===== src/rtl/tlq_pkg.sv =====
package tlq_pkg;

  localparam int MAX_NODES  = 1024;
  localparam int LOG_LEVELS = 10;
  localparam int LEVELS     = LOG_LEVELS + 1;
  localparam int EDGE_CAP   = MAX_NODES - 1;

  localparam int NW  = $clog2(MAX_NODES);
  localparam int CW  = $clog2(MAX_NODES + 1);
  localparam int EW  = $clog2(EDGE_CAP + 1);
  localparam int TW  = $clog2(MAX_NODES + 1);
  localparam int LW  = $clog2(LEVELS);
  localparam int JAW = $clog2(MAX_NODES * LEVELS);
  localparam int JDEPTH = MAX_NODES * LEVELS;

  typedef enum logic [1:0] {
    REQ_ADD   = 2'd0,
    REQ_BUILD = 2'd1,
    REQ_QUERY = 2'd2,
    REQ_NONE  = 2'd3
  } req_t;

  typedef enum logic [1:0] {
    ST_OK        = 2'd0,
    ST_RANGE     = 2'd1,
    ST_NOT_BUILT = 2'd2
  } status_t;

  // query steps: roots of a and b, meet(a,b), root of s, meet(a,s), meet(b,s)
  typedef enum logic [2:0] {
    PH_RA, PH_RB, PH_UV, PH_RS, PH_US, PH_VS
  } phase_t;

  typedef enum logic [4:0] {
    S_IDLE, S_DECODE, S_CLR, S_ROOT_RD, S_ROOT_CHK, S_PL_BASE, S_PL_RD, S_PL_WR,
    S_PUSH, S_POP_CHK, S_POP_U, S_POP_LV, S_EDGE_TEST, S_EDGE_CHK, S_SEEN_CHK,
    S_Q_START, S_R_LV, S_M_LV, S_LIFT_RD, S_LIFT_WR, S_L_DONE, S_M_RD, S_M_CMP,
    S_M_FIN, S_M_FIN2, S_NEXT, S_FINISH
  } state_t;

  typedef enum logic [5:0] {
    OP_NONE, OP_LOAD, OP_ADD, OP_NOT_BUILT, OP_RANGE, OP_CLR_STEP, OP_SEEN_RD_ROOT,
    OP_IDX_INC, OP_BUILD_DONE, OP_PLACE_ROOT, OP_PLACE_CHILD, OP_PLACE_BASE,
    OP_PL_READ, OP_PL_WRITE, OP_PUSH, OP_POP_RD, OP_POP_U, OP_POP_LV, OP_EDGE_RD,
    OP_E_INC, OP_SEEN_RD_W, OP_R_LOAD, OP_R_K, OP_M_LOAD, OP_M_LV, OP_LIFT_READ,
    OP_I_DEC, OP_LIFT_TAKE, OP_M_I_INIT, OP_M_READ, OP_M_STEP, OP_SAVE_P,
    OP_SAVE_J, OP_SET_ONP, OP_PUSH_OUT
  } op_t;

  typedef struct packed {
    op_t    op;
    phase_t ph;
  } cmd_t;

  typedef struct packed {
    req_t req;
    logic add_bad;
    logic built;
    logic query_oor;
    logic out_free;
    logic seen;
    logic idx_last;
    logic top_zero;
    logic e_end;
    logic e_match;
    logic k_bit;
    logic i_zero;
    logic i_last;
    logic p_eq_q;
    logic roots_differ;
    logic s_elsewhere;
    logic from_root;
  } stat_t;

  function automatic logic is_meet(phase_t ph);
    return (ph == PH_UV) || (ph == PH_US) || (ph == PH_VS);
  endfunction

  // flat jump table address: node * LEVELS + level
  function automatic logic [JAW-1:0] jaddr(logic [NW-1:0] n, logic [LW-1:0] l);
    return JAW'(n) * JAW'(LEVELS) + JAW'(l);
  endfunction

endpackage


===== src/rtl/tlq_ctrl.sv =====
module tlq_ctrl (
  input  logic           clk,
  input  logic           rst_n,
  input  logic           in_acc,
  input  tlq_pkg::stat_t st,
  output logic           in_ready,
  output tlq_pkg::cmd_t  cmd
);
  import tlq_pkg::*;

  state_t state_r, state_nxt;
  phase_t ph_r, ph_nxt;

  always_ff @(posedge clk) begin
    if (!rst_n) begin
      state_r <= S_IDLE;
      ph_r    <= PH_RA;
    end else begin
      state_r <= state_nxt;
      ph_r    <= ph_nxt;
    end
  end

  always_comb begin
    state_nxt = state_r;
    ph_nxt    = ph_r;
    cmd.op    = OP_NONE;
    cmd.ph    = ph_r;
    in_ready  = 1'b0;
    unique case (state_r)
      S_IDLE: begin
        in_ready = 1'b1;
        if (in_acc) begin
          cmd.op    = OP_LOAD;
          state_nxt = S_DECODE;
        end
      end
      S_DECODE: begin
        unique case (st.req)
          REQ_ADD: begin
            cmd.op    = OP_ADD;
            state_nxt = S_FINISH;
          end
          REQ_BUILD: state_nxt = S_CLR;
          REQ_QUERY: begin
            priority if (!st.built) begin
              cmd.op    = OP_NOT_BUILT;
              state_nxt = S_FINISH;
            end else if (st.query_oor) begin
              cmd.op    = OP_RANGE;
              state_nxt = S_FINISH;
            end else begin
              ph_nxt    = PH_RA;
              state_nxt = S_Q_START;
            end
          end
          REQ_NONE: state_nxt = S_FINISH;
          default:  state_nxt = S_FINISH;
        endcase
      end
      S_CLR: begin
        cmd.op = OP_CLR_STEP;
        if (st.idx_last) state_nxt = S_ROOT_RD;
      end
      S_ROOT_RD: begin
        cmd.op    = OP_SEEN_RD_ROOT;
        state_nxt = S_ROOT_CHK;
      end
      S_ROOT_CHK: begin
        priority if (!st.seen) begin
          cmd.op    = OP_PLACE_ROOT;
          state_nxt = S_PL_BASE;
        end else if (st.idx_last) begin
          cmd.op    = OP_BUILD_DONE;
          state_nxt = S_FINISH;
        end else begin
          cmd.op    = OP_IDX_INC;
          state_nxt = S_ROOT_RD;
        end
      end
      S_PL_BASE: begin
        cmd.op    = OP_PLACE_BASE;
        state_nxt = S_PL_RD;
      end
      S_PL_RD: begin
        cmd.op    = OP_PL_READ;
        state_nxt = S_PL_WR;
      end
      S_PL_WR: begin
        cmd.op    = OP_PL_WRITE;
        state_nxt = st.i_last ? S_PUSH : S_PL_RD;
      end
      S_PUSH: begin
        cmd.op    = OP_PUSH;
        state_nxt = st.from_root ? S_POP_CHK : S_EDGE_TEST;
      end
      S_POP_CHK: begin
        priority if (!st.top_zero) begin
          cmd.op    = OP_POP_RD;
          state_nxt = S_POP_U;
        end else if (st.idx_last) begin
          cmd.op    = OP_BUILD_DONE;
          state_nxt = S_FINISH;
        end else begin
          cmd.op    = OP_IDX_INC;
          state_nxt = S_ROOT_RD;
        end
      end
      S_POP_U: begin
        cmd.op    = OP_POP_U;
        state_nxt = S_POP_LV;
      end
      S_POP_LV: begin
        cmd.op    = OP_POP_LV;
        state_nxt = S_EDGE_TEST;
      end
      S_EDGE_TEST: begin
        if (st.e_end) begin
          state_nxt = S_POP_CHK;
        end else begin
          cmd.op    = OP_EDGE_RD;
          state_nxt = S_EDGE_CHK;
        end
      end
      S_EDGE_CHK: begin
        if (st.e_match) begin
          cmd.op    = OP_SEEN_RD_W;
          state_nxt = S_SEEN_CHK;
        end else begin
          cmd.op    = OP_E_INC;
          state_nxt = S_EDGE_TEST;
        end
      end
      S_SEEN_CHK: begin
        if (st.seen) begin
          cmd.op    = OP_E_INC;
          state_nxt = S_EDGE_TEST;
        end else begin
          cmd.op    = OP_PLACE_CHILD;
          state_nxt = S_PL_BASE;
        end
      end
      S_Q_START: begin
        if (is_meet(ph_r)) begin
          cmd.op    = OP_M_LOAD;
          state_nxt = S_M_LV;
        end else begin
          cmd.op    = OP_R_LOAD;
          state_nxt = S_R_LV;
        end
      end
      S_R_LV: begin
        cmd.op    = OP_R_K;
        state_nxt = S_LIFT_RD;
      end
      S_M_LV: begin
        cmd.op    = OP_M_LV;
        state_nxt = S_LIFT_RD;
      end
      S_LIFT_RD: begin
        priority if (st.k_bit) begin
          cmd.op    = OP_LIFT_READ;
          state_nxt = S_LIFT_WR;
        end else if (st.i_zero) begin
          state_nxt = S_L_DONE;
        end else begin
          cmd.op = OP_I_DEC;
        end
      end
      S_LIFT_WR: begin
        cmd.op    = OP_LIFT_TAKE;
        state_nxt = st.i_zero ? S_L_DONE : S_LIFT_RD;
      end
      S_L_DONE: begin
        if (is_meet(ph_r) && !st.p_eq_q) begin
          cmd.op    = OP_M_I_INIT;
          state_nxt = S_M_RD;
        end else begin
          cmd.op    = OP_SAVE_P;
          state_nxt = S_NEXT;
        end
      end
      S_M_RD: begin
        cmd.op    = OP_M_READ;
        state_nxt = S_M_CMP;
      end
      S_M_CMP: begin
        cmd.op    = OP_M_STEP;
        state_nxt = st.i_zero ? S_M_FIN : S_M_RD;
      end
      S_M_FIN: begin
        cmd.op    = OP_M_READ;
        state_nxt = S_M_FIN2;
      end
      S_M_FIN2: begin
        cmd.op    = OP_SAVE_J;
        state_nxt = S_NEXT;
      end
      S_NEXT: begin
        state_nxt = S_Q_START;
        unique case (ph_r)
          PH_RA: ph_nxt = PH_RB;
          PH_RB: begin
            if (st.roots_differ) state_nxt = S_FINISH;
            else                 ph_nxt    = PH_UV;
          end
          PH_UV: ph_nxt = PH_RS;
          PH_RS: begin
            if (st.s_elsewhere) state_nxt = S_FINISH;
            else                ph_nxt    = PH_US;
          end
          PH_US: ph_nxt = PH_VS;
          PH_VS: begin
            cmd.op    = OP_SET_ONP;
            state_nxt = S_FINISH;
          end
          default: state_nxt = S_FINISH;
        endcase
      end
      S_FINISH: begin
        if (st.out_free) begin
          cmd.op    = OP_PUSH_OUT;
          state_nxt = S_IDLE;
        end
      end
      default: state_nxt = S_IDLE;
    endcase
  end

endmodule


===== config.mk =====
export PLATFORM = sky130hd
export DESIGN_NAME = tlq_ctrl
export DESIGN_NICKNAME = d
export VERILOG_FILES = /design/src/rtl/tlq_pkg.sv /design/src/rtl/tlq_ctrl.sv
export SDC_FILE = /design/constraint.sdc
export NUM_CORES = 1
export LEC_CHECK = 0
export BUFFER_PORTS_ARGS = -buffer_cell sky130_fd_sc_hd__buf_2
export CAP_MARGIN = 10
export CELL_PAD_IN_SITES_DETAIL_PLACEMENT = 1
export CELL_PAD_IN_SITES_GLOBAL_PLACEMENT = 1
export CORE_UTILIZATION = 40
export DETAILED_ROUTE_END_ITERATION = 7
export PLACE_DENSITY_LB_ADDON = 0.1
export SYNTH_ARGS = -nofsm -noshare
export SYNTH_HDL_FRONTEND = slang
export SYNTH_SLANG_ARGS = --single-unit
export TNS_END_PERCENT = 50

===== constraint.sdc =====
create_clock -name clk -period 3.8 [get_ports clk]
set_clock_uncertainty 0.1 [all_clocks]
set_input_delay 0.19 -clock clk [delete_from_list [all_inputs] [get_ports clk]]
set_output_delay 0.19 -clock clk [all_outputs]
set_load 0.1 [all_outputs]

==> impl_metrics.csv, run 1 <==
group,metric,value,unit
synthesis,synthFlopType,"dfxtp_1",
finish,layout-drive-gt1-share,19.4,%
routing,viasPerCell,6.37,
sta,maxSlewViolCount,0,
place,place_inst,275,
worst_setup_path,worstSetupEndpointType,"output pin",
synthesis,synth_most_common_cell,"nand2_1",
worst_setup_path,critical_path_class,"register to output pin",
synthesis,synth_nets,237,
global_routing,grt_use_total,27.1,%
synthesis,avgSynthCellArea,6.60,um^2
floorplan,die-area,0.00375,mm^2
global_routing,grt_max_degree,31,
pwr,power.leakage,0.604,nW
finish,fin_cells,278,
finish,area_delta_synth_final,13.2,%
finish,n_fill_cell,493,
sta,worst_pin_slew,0.991,ns
global_routing,grt_pass1_wl,7660,um
synthesis,synthTopCellsByArea,"dfxtp_1, o21ai_0, nand2_1",
clocking,cts_hold_buf,0,
sta,fin_crit_sh,84.7,%
pwr,power_density,843,mW/mm^2
worst_setup_path,r2r_setup_slack,1.31,ns
sta,clock.fmax,0.311,GHz
pwr,vdd_drop_max,0.000400,V
global_routing,grt.met1_usage,34.4,%
synthesis,ys_types,57,
synthesis,synth_edf_count,0,
worst_setup_path,startpoint_type,"register",
synthesis,synth_top_cell_by_area,"dfxtp_1",
floorplan,num_rows,21,
routing,drt-initial-drc-count,163,
floorplan,fp.dieH,61.3,um
synthesis,synthesis.area,0.00141,mm^2
clocking,cts_root_buffer,"clkbuf_4",
routing,dr.pass1.iters,4,
global_routing,gr-total-overflow,0,
worst_setup_path,crit_fanout,30,
worst_setup_path,cpMostUsedCell,"nor4_1",
sta,rsz0062_at_grt,"no",
synthesis,synth_seq_cells,8,
synthesis,ys_warn_count,0,
sta,final.setup.tns,0,ns
clocking,cts_sinks,8,
routing,drt-total-wl,4810,um
global_routing,busiest_layer,"met2",
global_routing,grt_antenna_before_repair,0,
global_routing,met3_usage,4.62,%
sta,min_period,3.22,ns
synthesis,synth.top_cell.area_share,11.4,%
global_routing,grt_pass1_vias,1622,
clocking,numCtsBuffers,3,
routing,final_antenna_net_count,0,
worst_setup_path,path_cells,"nor3b_2 -> nand2_1 -> nor4_1 -> nor4_1 -> o211ai_1 -> buf_2",
sta,finalHoldViolations,0,
hold_path,min_path_type,"input port to register",
sta,relSlewSlack,33.8,%
finish,diodes,0,
place,place.gp.congestion,0.928,
sta,setup_viol,0,
synthesis,syn-instance-count,213,
routing,drcViolationCount,0,
worst_setup_path,cp_data_required_time,3.51,ns
worst_setup_path,crit_path_top_delay_cell,"dfxtp_1",
routing,vias,1770,
routing,wl_per_cell,17.3,um
finish,finalNetCount,258,
clocking,clk_latency,0.26,ns
clocking,tritoncts,"done",
worst_setup_path,critPathMaxStageDelay,0.63,ns
worst_setup_path,critPathArrivalTime,2.93,ns
finish,postLayoutCoreUtil,47.3,%
run,max-cap-violations,0,
synthesis,seq_area_frac_synth,11.4,%
clocking,clock_path_buffers,2,
status,status,"completed",
floorplan,num_io_pins,31,
place,port_buffers,29,
floorplan,die_x,61.3,um
floorplan,initial_utilization,41.8,%
clocking,post_cts_buffers,0,
synthesis,synth_common_cells,"nand2_1, o21ai_0, inv_1",
floorplan,core-area,0.00336,mm^2
global_routing,use_met2,49.1,%
clocking,path_clk_slew,0.06,ns
synthesis,async_reset_ff_share,0,%
clocking,cts_resized,0,
clocking,htree_num_levels,1,
place,dp_hpwl,3640,um
-- metrics by stage --
stage	hold WS, ns	area [um^2]	setup slack [ns]	power (mW)
2_1_floorplan	0.207	1410	0.115	1.05
3_3_place_gp	0.405	1570	0.941	1.24
3_5_place_dp	0.408	1570	0.898	1.26
4_1_cts	0.132	1590	0.605	1.33
5_1_grt	0.138	1590	0.371	1.42
6_report	0.140	1590	0.581	1.34
-- critical path, delay by kind of cell, from the launching register on --
kind	cells	cell delay [ns]
buffers and inverters	1	0.45
and+or+nand+nor	4	1.45
AOI/OAI and AO/OA	1	0.13
DFF	1	0.63
-- routing by layer --
layer  up-vias  part of all wire, %
li1        850                    -
met1       861                   44
met2        55                   50
met3         4                  5.3
met4         0                 0.37
met5         -                    0
-- state kept, by name, summed over array words and instances, names as in the netlist --
register / flops
ph_r: 3
state_r: 5
-- where the power goes --
part | total, mW | internal, mW | switching, mW | leakage (nW)
combinational | 1.08 | 0.285 | 0.793 | 0.525
sequential | 0.192 | 0.104 | 0.0880 | 0.0653
clock | 0.0706 | 0.0365 | 0.0342 | 0.0138
-- area by class of cell --
cell class	count	area [um^2]	area share [%]
multi-input combinational	172	1110	69.6
sequential	8	160	10.1
inverter	14	52.6	3.30
clock buffer	3	22.5	1.42
tap	46	57.6	3.62
timing repair buffer	35	190	12.0
-- cells in the final DEF, fill, tap and decap left out, types with 7 or more instances in the layout --
cell type and n:
buf_2 29, nand2_1 21, o21ai_0 19, inv_1 13, a21oi_1 11, nor2_1 10, nor2b_1 8, dfxtp_1 8
nor3_1 7
-- final timing paths --
check	startpoint	end	depth (start not counted)
max	state_r[1]	cmd[3]	6
min	rst_n	state_r[1]	2
max reg2reg	state_r[1]	state_r[4]	5
min reg2reg	ph_r[0]	ph_r[1]	2
-- logic make-up after synthesis --
logic type | after synthesis | share of synthesized area, %
multiplexers | 4 | 2.85
AND/OR/NAND/NOR | 89 | 35.6
buffers and inverters | 33 | 9.80
adder cells (fa/ha/maj) | 3 | 2.67
AO/OA/AOI/OAI | 76 | 37.7
flip-flops | 8 | 11.4
Note: power is estimated with default switching activity, not from simulation.
==> run 2: changes to the inputs <==
--- a/config.mk
+++ b/config.mk
@@ -5,11 +5,12 @@
 export SDC_FILE = /design/constraint.sdc
 export NUM_CORES = 1
 export LEC_CHECK = 0
+export ABC_AREA = 1
 export BUFFER_PORTS_ARGS = -buffer_cell sky130_fd_sc_hd__buf_2
 export CAP_MARGIN = 10
 export CELL_PAD_IN_SITES_DETAIL_PLACEMENT = 1
 export CELL_PAD_IN_SITES_GLOBAL_PLACEMENT = 1
-export CORE_UTILIZATION = 40
+export CORE_UTILIZATION = 32
 export DETAILED_ROUTE_END_ITERATION = 7
 export PLACE_DENSITY_LB_ADDON = 0.1
 export SYNTH_ARGS = -nofsm -noshare
==> constraint.sdc (replaced) <==
create_clock -name clk -period 2.7 [get_ports clk]
set_clock_uncertainty 0.1 [all_clocks]
set_input_delay 0.135 -clock clk [delete_from_list [all_inputs] [get_ports clk]]
set_output_delay 0.135 -clock clk [all_outputs]
set_load 0.1 [all_outputs]
==> run 2 against run 1 <==
  * Final cell count increased by 33%
  * Hold slack got worse by 0.072 ns
  * Global-route usage decreased by 2.3 points
  * Clock power increased by 110%
  * Setup slack got worse by 0.34 ns
  * Critical path type unchanged
  * Area after synthesis increased by 6.1%
  * Combinational power increased by 55%
  * Sequential share of layout area decreased by 0.71 points
  * Synthesized cell count increased by 35%
  * Via count increased by 12%
==> impl_metrics.csv, run 2 <==
group,metric,value,unit
routing,wl_per_cell,15.5,um
sta,final.setup.tns,0,ns
finish,layout-drive-gt1-share,19.2,%
worst_setup_path,crit_family,"simple AND/OR/NAND/NOR gates",
sta,clock.fmax,0.407,GHz
global_routing,grt_antenna_before_repair,0,
synthesis,synthTopCellsByArea,"nand2_1, nand3_1, nor2_1",
worst_setup_path,path_cells,"inv_2 -> nor2_2 -> nand4_1 -> nor2_2 -> nor2_1 -> nand4_1 -> nand3b_1 -> buf_2",
worst_setup_path,r2r_cells,8,
worst_setup_path,crit_fanout,8,
status,status,"completed",
floorplan,die_x,70.3,um
synthesis,synth_seq_cells,8,
place,place.gp.congestion,0.954,
clocking,tritoncts,"done",
run,max-cap-violations,0,
sta,rsz0062_at_grt,"no",
worst_setup_path,crit_path_top_delay_cell,"dfxtp_1",
worst_setup_path,cp.depth,8,
synthesis,seq_area_frac_synth,10.7,%
finish,layout.cells.most_common,"nand2_1",
sta,fin_crit_sh,91.1,%
pwr,power_density,1160,mW/mm^2
worst_setup_path,worstSetupEndpointType,"output pin",
routing,viasPerCell,5.37,
finish,largest_reg_flops,5,
worst_setup_path,rr_endpoint,"state_r[2]",
synthesis,avgSynthCellArea,5.20,um^2
finish,diodes,0,
sta,min_period,2.46,ns
place,dp_hpwl,4860,um
clocking,clock_path_buffers,2,
global_routing,grt_use_total,24.8,%
synthesis,synthesis.area,0.00149,mm^2
clocking,cts_root_buffer,"clkbuf_8",
clocking,cts_resized,0,
sta,relSlewSlack,67.7,%
pwr,power.leakage,0.974,nW
floorplan,initial_utilization,33.8,%
clocking,numCtsBuffers,3,
sta,finalHoldViolations,0,
synthesis,synth_nets,311,
clocking,clk_latency,0.23,ns
worst_setup_path,critPathMaxStageDelay,0.53,ns
finish,final_cell_mix,"nand2_1, nor2_1, nand3_1, buf_2, inv_1",
floorplan,core-area,0.00441,mm^2
floorplan,num_io_pins,31,
worst_setup_path,cp_data_required_time,2.47,ns
routing,dr.pass1.iters,4,
place,port_buffers,29,
worst_setup_path,r2r_setup_slack,0.83,ns
worst_setup_path,startpoint_type,"register",
clocking,post_cts_buffers,0,
synthesis,syn-instance-count,287,
synthesis,synthFlopType,"dfxtp_1",
sta,worst_pin_slew,0.488,ns
routing,drcViolationCount,0,
finish,largestRegisters,"state_r: 5 flops, ph_r: 3 flops",
finish,finalNetCount,344,
pwr,vdd_drop_max,0.000725,V
synthesis,async_reset_ff_share,0,%
clocking,cts_hold_buf,0,
place,place_inst,367,
sta,maxSlewViolCount,0,
routing,final_antenna_net_count,0,
synthesis,synth_top_cell_by_area,"nand2_1",
synthesis,synth_common_cells,"nand2_1, nor2_1, nand3_1",
sta,hold_slack,0.0676,ns
finish,fin_cells,370,
pwr,power,2.03,mW
synthesis,synth.top_cell.area_share,20.9,%
routing,drt-total-wl,5740,um
worst_setup_path,r2r-start,"state_r[1]",
synthesis,ys_warn_count,0,
clocking,cts_sinks,8,
hold_path,holdPathStages,3,
clocking,htree_num_levels,1,
global_routing,grt_pass1_wl,9590,um
global_routing,grt_pass1_vias,1905,
global_routing,gr-total-overflow,0,
floorplan,num_rows,24,
sta,setup_viol,0,
hold_path,min_path_type,"input port to register",
floorplan,die-area,0.00494,mm^2
worst_setup_path,path_buf_inv,2,
routing,drt-initial-drc-count,149,
hold_path,hold_end,"ph_r[0]",
worst_setup_path,critPathArrivalTime,2.22,ns
synthesis,synth_edf_count,0,
worst_setup_path,critical_path_class,"register to output pin",
hold_path,hp-start,"rst_n",
floorplan,fp.dieH,70.3,um
finish,area_delta_synth_final,17.4,%
global_routing,grt_max_degree,11,
clocking,path_clk_slew,0.04,ns
routing,vias,1988,
synthesis,synth_most_common_cell,"nand2_1",
synthesis,ys_types,30,
finish,regMostFlops,"state_r",
## run 2: cell types whose count changed after synthesis, sizes merged, moves of 5 or more
cell | before | now
nor4 | 6 | 0
nand4 | 2 | 14
inv | 13 | 32
nor2b | 8 | 0
nand2 | 21 | 84
nand2b | 5 | 0
buf | 13 | 5
clkbuf | 6 | 0
nor2 | 10 | 65
a31oi | 5 | 0
nand3 | 6 | 43
o21ai | 19 | 9
## run 2: where the power goes
group	total (mW)	internal (mW)	switching [mW]	leakage, nW
registers	0.214	0.154	0.0604	0.0667
clock network	0.146	0.0968	0.0493	0.0216
logic	1.67	0.381	1.29	0.885
## run 2: metrics by stage
stage	area [um^2]	worst slack (ns)	util, %
2_1_floorplan	1500	0.122	-
4_1_cts	1750	0.259	39.7
3_3_place_gp	1710	0.500	38.7
3_5_place_dp	1710	0.513	38.7
6_report	1750	0.241	39.7
5_1_grt	1750	0.0867	39.7
## run 2: metal layers
layer	up-vias	share of wire [%]	track usage (%)
li1	1006	-	-
met1	901	48	35.4
met2	71	44	38.7
met3	10	5.8	4.33
met4	0	1.7	4.89
met5	-	0	0
## run 2: cell type report
class / count / area (um^2)
inverters: 32 / 123
multi-input cells: 242 / 1170
repair buffers: 33 / 190
well taps: 52 / 65.1
flip-flops and latches: 8 / 164
clock buffers: 3 / 41.3
fillers: 653 / 2660
## run 2: cells by family (layout without fill, tap and decap cells)
family	after synthesis	count (layout)	synth area share, %
buffers and inverters	37	68	10.9
AO/OA/AOI/OAI	20	20	7.72
flip-flops	8	8	10.7
adder cells (fa/ha/maj)	3	3	2.52
AND/OR/NAND/NOR	219	219	68.1
## run 2: how the worst max path moves through the flow
stage	slack, ns	end	startpoint
2_1_floorplan	0.12	cmd[5]	state_r[1]
3_3_place_gp	0.50	cmd[4]	state_r[1]
3_5_place_dp	0.51	cmd[4]	state_r[1]
4_1_cts	0.26	cmd[4]	state_r[1]
5_1_grt	0.09	cmd[5]	state_r[1]
6_report	0.24	cmd[4]	state_r[1]
## run 2: tightest hold or removal path, cell delays in order
cell and delay [ns]:
buf_2 0.13, nand2_1 0.06, nor2_1 0.03
==> run 3: changes to the inputs <==
--- a/config.mk
+++ b/config.mk
@@ -13,6 +13,7 @@
 export CORE_UTILIZATION = 32
 export DETAILED_ROUTE_END_ITERATION = 7
 export PLACE_DENSITY_LB_ADDON = 0.1
+export RECOVER_POWER = 50
 export SYNTH_ARGS = -nofsm -noshare
 export SYNTH_HDL_FRONTEND = slang
 export SYNTH_SLANG_ARGS = --single-unit
==> constraint.sdc (replaced) <==
create_clock -name clk -period 2.2 [get_ports clk]
set_clock_uncertainty 0.1 [all_clocks]
set_input_delay 0.11 -clock clk [delete_from_list [all_inputs] [get_ports clk]]
set_output_delay 0.11 -clock clk [all_outputs]
set_load 0.1 [all_outputs]
==> run 3 against run 2 <==
  * Via count is 1.0% higher
  * Clock-buffer cell count stayed put
  * Sequential power grew 21%
  * Largest cell class unchanged
  * Critical path type unchanged
  * Cell area rose by 7.6%
  * Highest routed layer unchanged
  * Clock power increased by 23%
  * Critical endpoint unchanged
  * Register-to-register slack worse by 0.49 ns
==> impl_metrics.csv, run 3 (synthesized netlist as in run 2, its figures left out) <==
group,metric,value,unit
finish,largest_reg_flops,5,
worst_setup_path,startpoint_type,"register",
floorplan,die-area,0.00494,mm^2
clocking,numCtsBuffers,3,
sta,rsz0062_at_grt,"yes",
place,dp_hpwl,4950,um
routing,wl_per_cell,16.0,um
worst_setup_path,cp_data_required_time,1.99,ns
routing,vias,2008,
worst_setup_path,critical_path_class,"register to output pin",
pwr,power.leakage,0.988,nW
run,max-cap-violations,0,
global_routing,grt_pass1_vias,2048,
finish,finalNetCount,345,
clocking,tritoncts,"done",
worst_setup_path,crit_fanout,7,
finish,regMostFlops,"state_r",
sta,fin_crit_sh,95.1,%
place,port_buffers,29,
pwr,vdd_drop_max,0.00122,V
sta,finalHoldViolations,0,
finish,multi_input_area,0.00120,mm^2
floorplan,die_x,70.3,um
clocking,path_clk_slew,0.04,ns
worst_setup_path,path_cells,"nand2_4 -> nor2_4 -> nand2_1 -> or2_0 -> nor3b_1 -> nand3b_1 -> buf_12",
global_routing,gr-total-overflow,0,
hold_path,min_path_type,"input port to register",
sta,maxSlewViolCount,0,
worst_setup_path,crit_path_top_delay_cell,"dfxtp_2",
routing,final_antenna_net_count,0,
status,status,"completed",
routing,drcViolationCount,0,
finish,seq_area,166,um^2
routing,viasPerCell,5.41,
pwr,power,2.82,mW
floorplan,initial_utilization,33.8,%
global_routing,grt_use_total,25.3,%
floorplan,fp.dieH,70.3,um
finish,area_delta_synth_final,26.3,%
worst_setup_path,critPathArrivalTime,1.88,ns
sta,relSlewSlack,23.4,%
sta,worst_pin_slew,1.15,ns
global_routing,grt_antenna_before_repair,0,
sta,setup_viol,0,
finish,postLayoutCoreUtil,42.7,%
floorplan,num_io_pins,31,
floorplan,num_rows,24,
finish,final_cell_mix,"nand2_1, nor2_1, nand3_1, inv_1, buf_2",
finish,n_fill_cell,644,
worst_setup_path,r2r_setup_slack,0.34,ns
routing,dr.pass1.iters,4,
worst_setup_path,worstSetupEndpointType,"output pin",
finish,layout.cells.most_common,"nand2_1",
clocking,clk_latency,0.23,ns
finish,layout-drive-gt1-share,21.6,%
routing,drt-total-wl,5940,um
global_routing,grt_max_degree,22,
clocking,htree_num_levels,1,
worst_setup_path,critPathMaxStageDelay,0.44,ns
clocking,clock_path_buffers,2,
pwr,power_density,1500,mW/mm^2
sta,min_period,2.09,ns
sta,hold_slack,0.0453,ns
clocking,cts_root_buffer,"clkbuf_8",
floorplan,core-area,0.00441,mm^2
clocking,cts_sinks,8,
sta,clock.fmax,0.478,GHz
clocking,cts_hold_buf,0,
finish,largestRegisters,"state_r: 5 flops, ph_r: 3 flops",
finish,diodes,0,
place,place.gp.congestion,0.915,
global_routing,grt_pass1_wl,9940,um
routing,drt-initial-drc-count,120,
[run 3: changes by cell type in the layout (fill, tap and decap cells not counted), sizes merged]
cell      change
clkinvlp      +1
inv           -1
buf           -2
clkbuf        +3
[run 3: routing by layer]
metal / wire length [um] / GRT usage, % / vias up
met5: 0 / 0 / -
li1: - / - / 1003
met2: 2770 / 42.5 / 54
met4: 97 / 4.22 / 0
met1: 2740 / 34.9 / 943
met3: 332 / 2.89 / 8
[run 3: worst max-delay path, delay by kind of cell (launching register included)]
family                 cells  cell delay [ns]
and+or+nand+nor            6             1.01
DFF                        1             0.44
buffers and inverters      1             0.19
[run 3: what timing repair did]
item	4_1_cts	5_1_grt
cloned	0	0
buffers inserted	0	1
gates resized for setup	2	5
endpoints found under the setup margin	2	5
pin swaps	0	1
hold endpoints to repair	0	0
[run 3: power breakdown]
group          internal [mW]  switching [mW]
logic                  0.692            1.69
clock network          0.119          0.0607
registers              0.191          0.0668
[run 3: layout make-up]
cell class	count	area share, %
clock buffers	3	2.19
inverters	32	6.97
multi-input cells	242	63.6
flip-flops and latches	8	8.83
well taps	52	3.45
repair buffers	34	14.9
[run 3: path summary, 6_finish.rpt]
| check | from | end | depth (start not counted) |
|---|---|---|---|
| worst max-delay path | state_r[0] | cmd[4] | 7 |
| worst min-delay path | rst_n | ph_r[2] | 3 |
| worst max register to register | state_r[2] | state_r[2] | 8 |
| worst min register to register | ph_r[1] | ph_r[1] | 2 |
[run 3: stage by stage]
step | instance area [um^2] | TNS (ns) | setup slack [ns] | std cells
2_1_floorplan | 1520 | -0.398 | -0.265 | 287
3_3_place_gp | 1820 | 0 | 0.221 | 367
3_5_place_dp | 1820 | 0 | 0.226 | 367
4_1_cts | 1870 | 0 | 0.0494 | 370
5_1_grt | 1880 | 0 | 0.000423 | 371
6_report | 1880 | 0 | 0.108 | 371
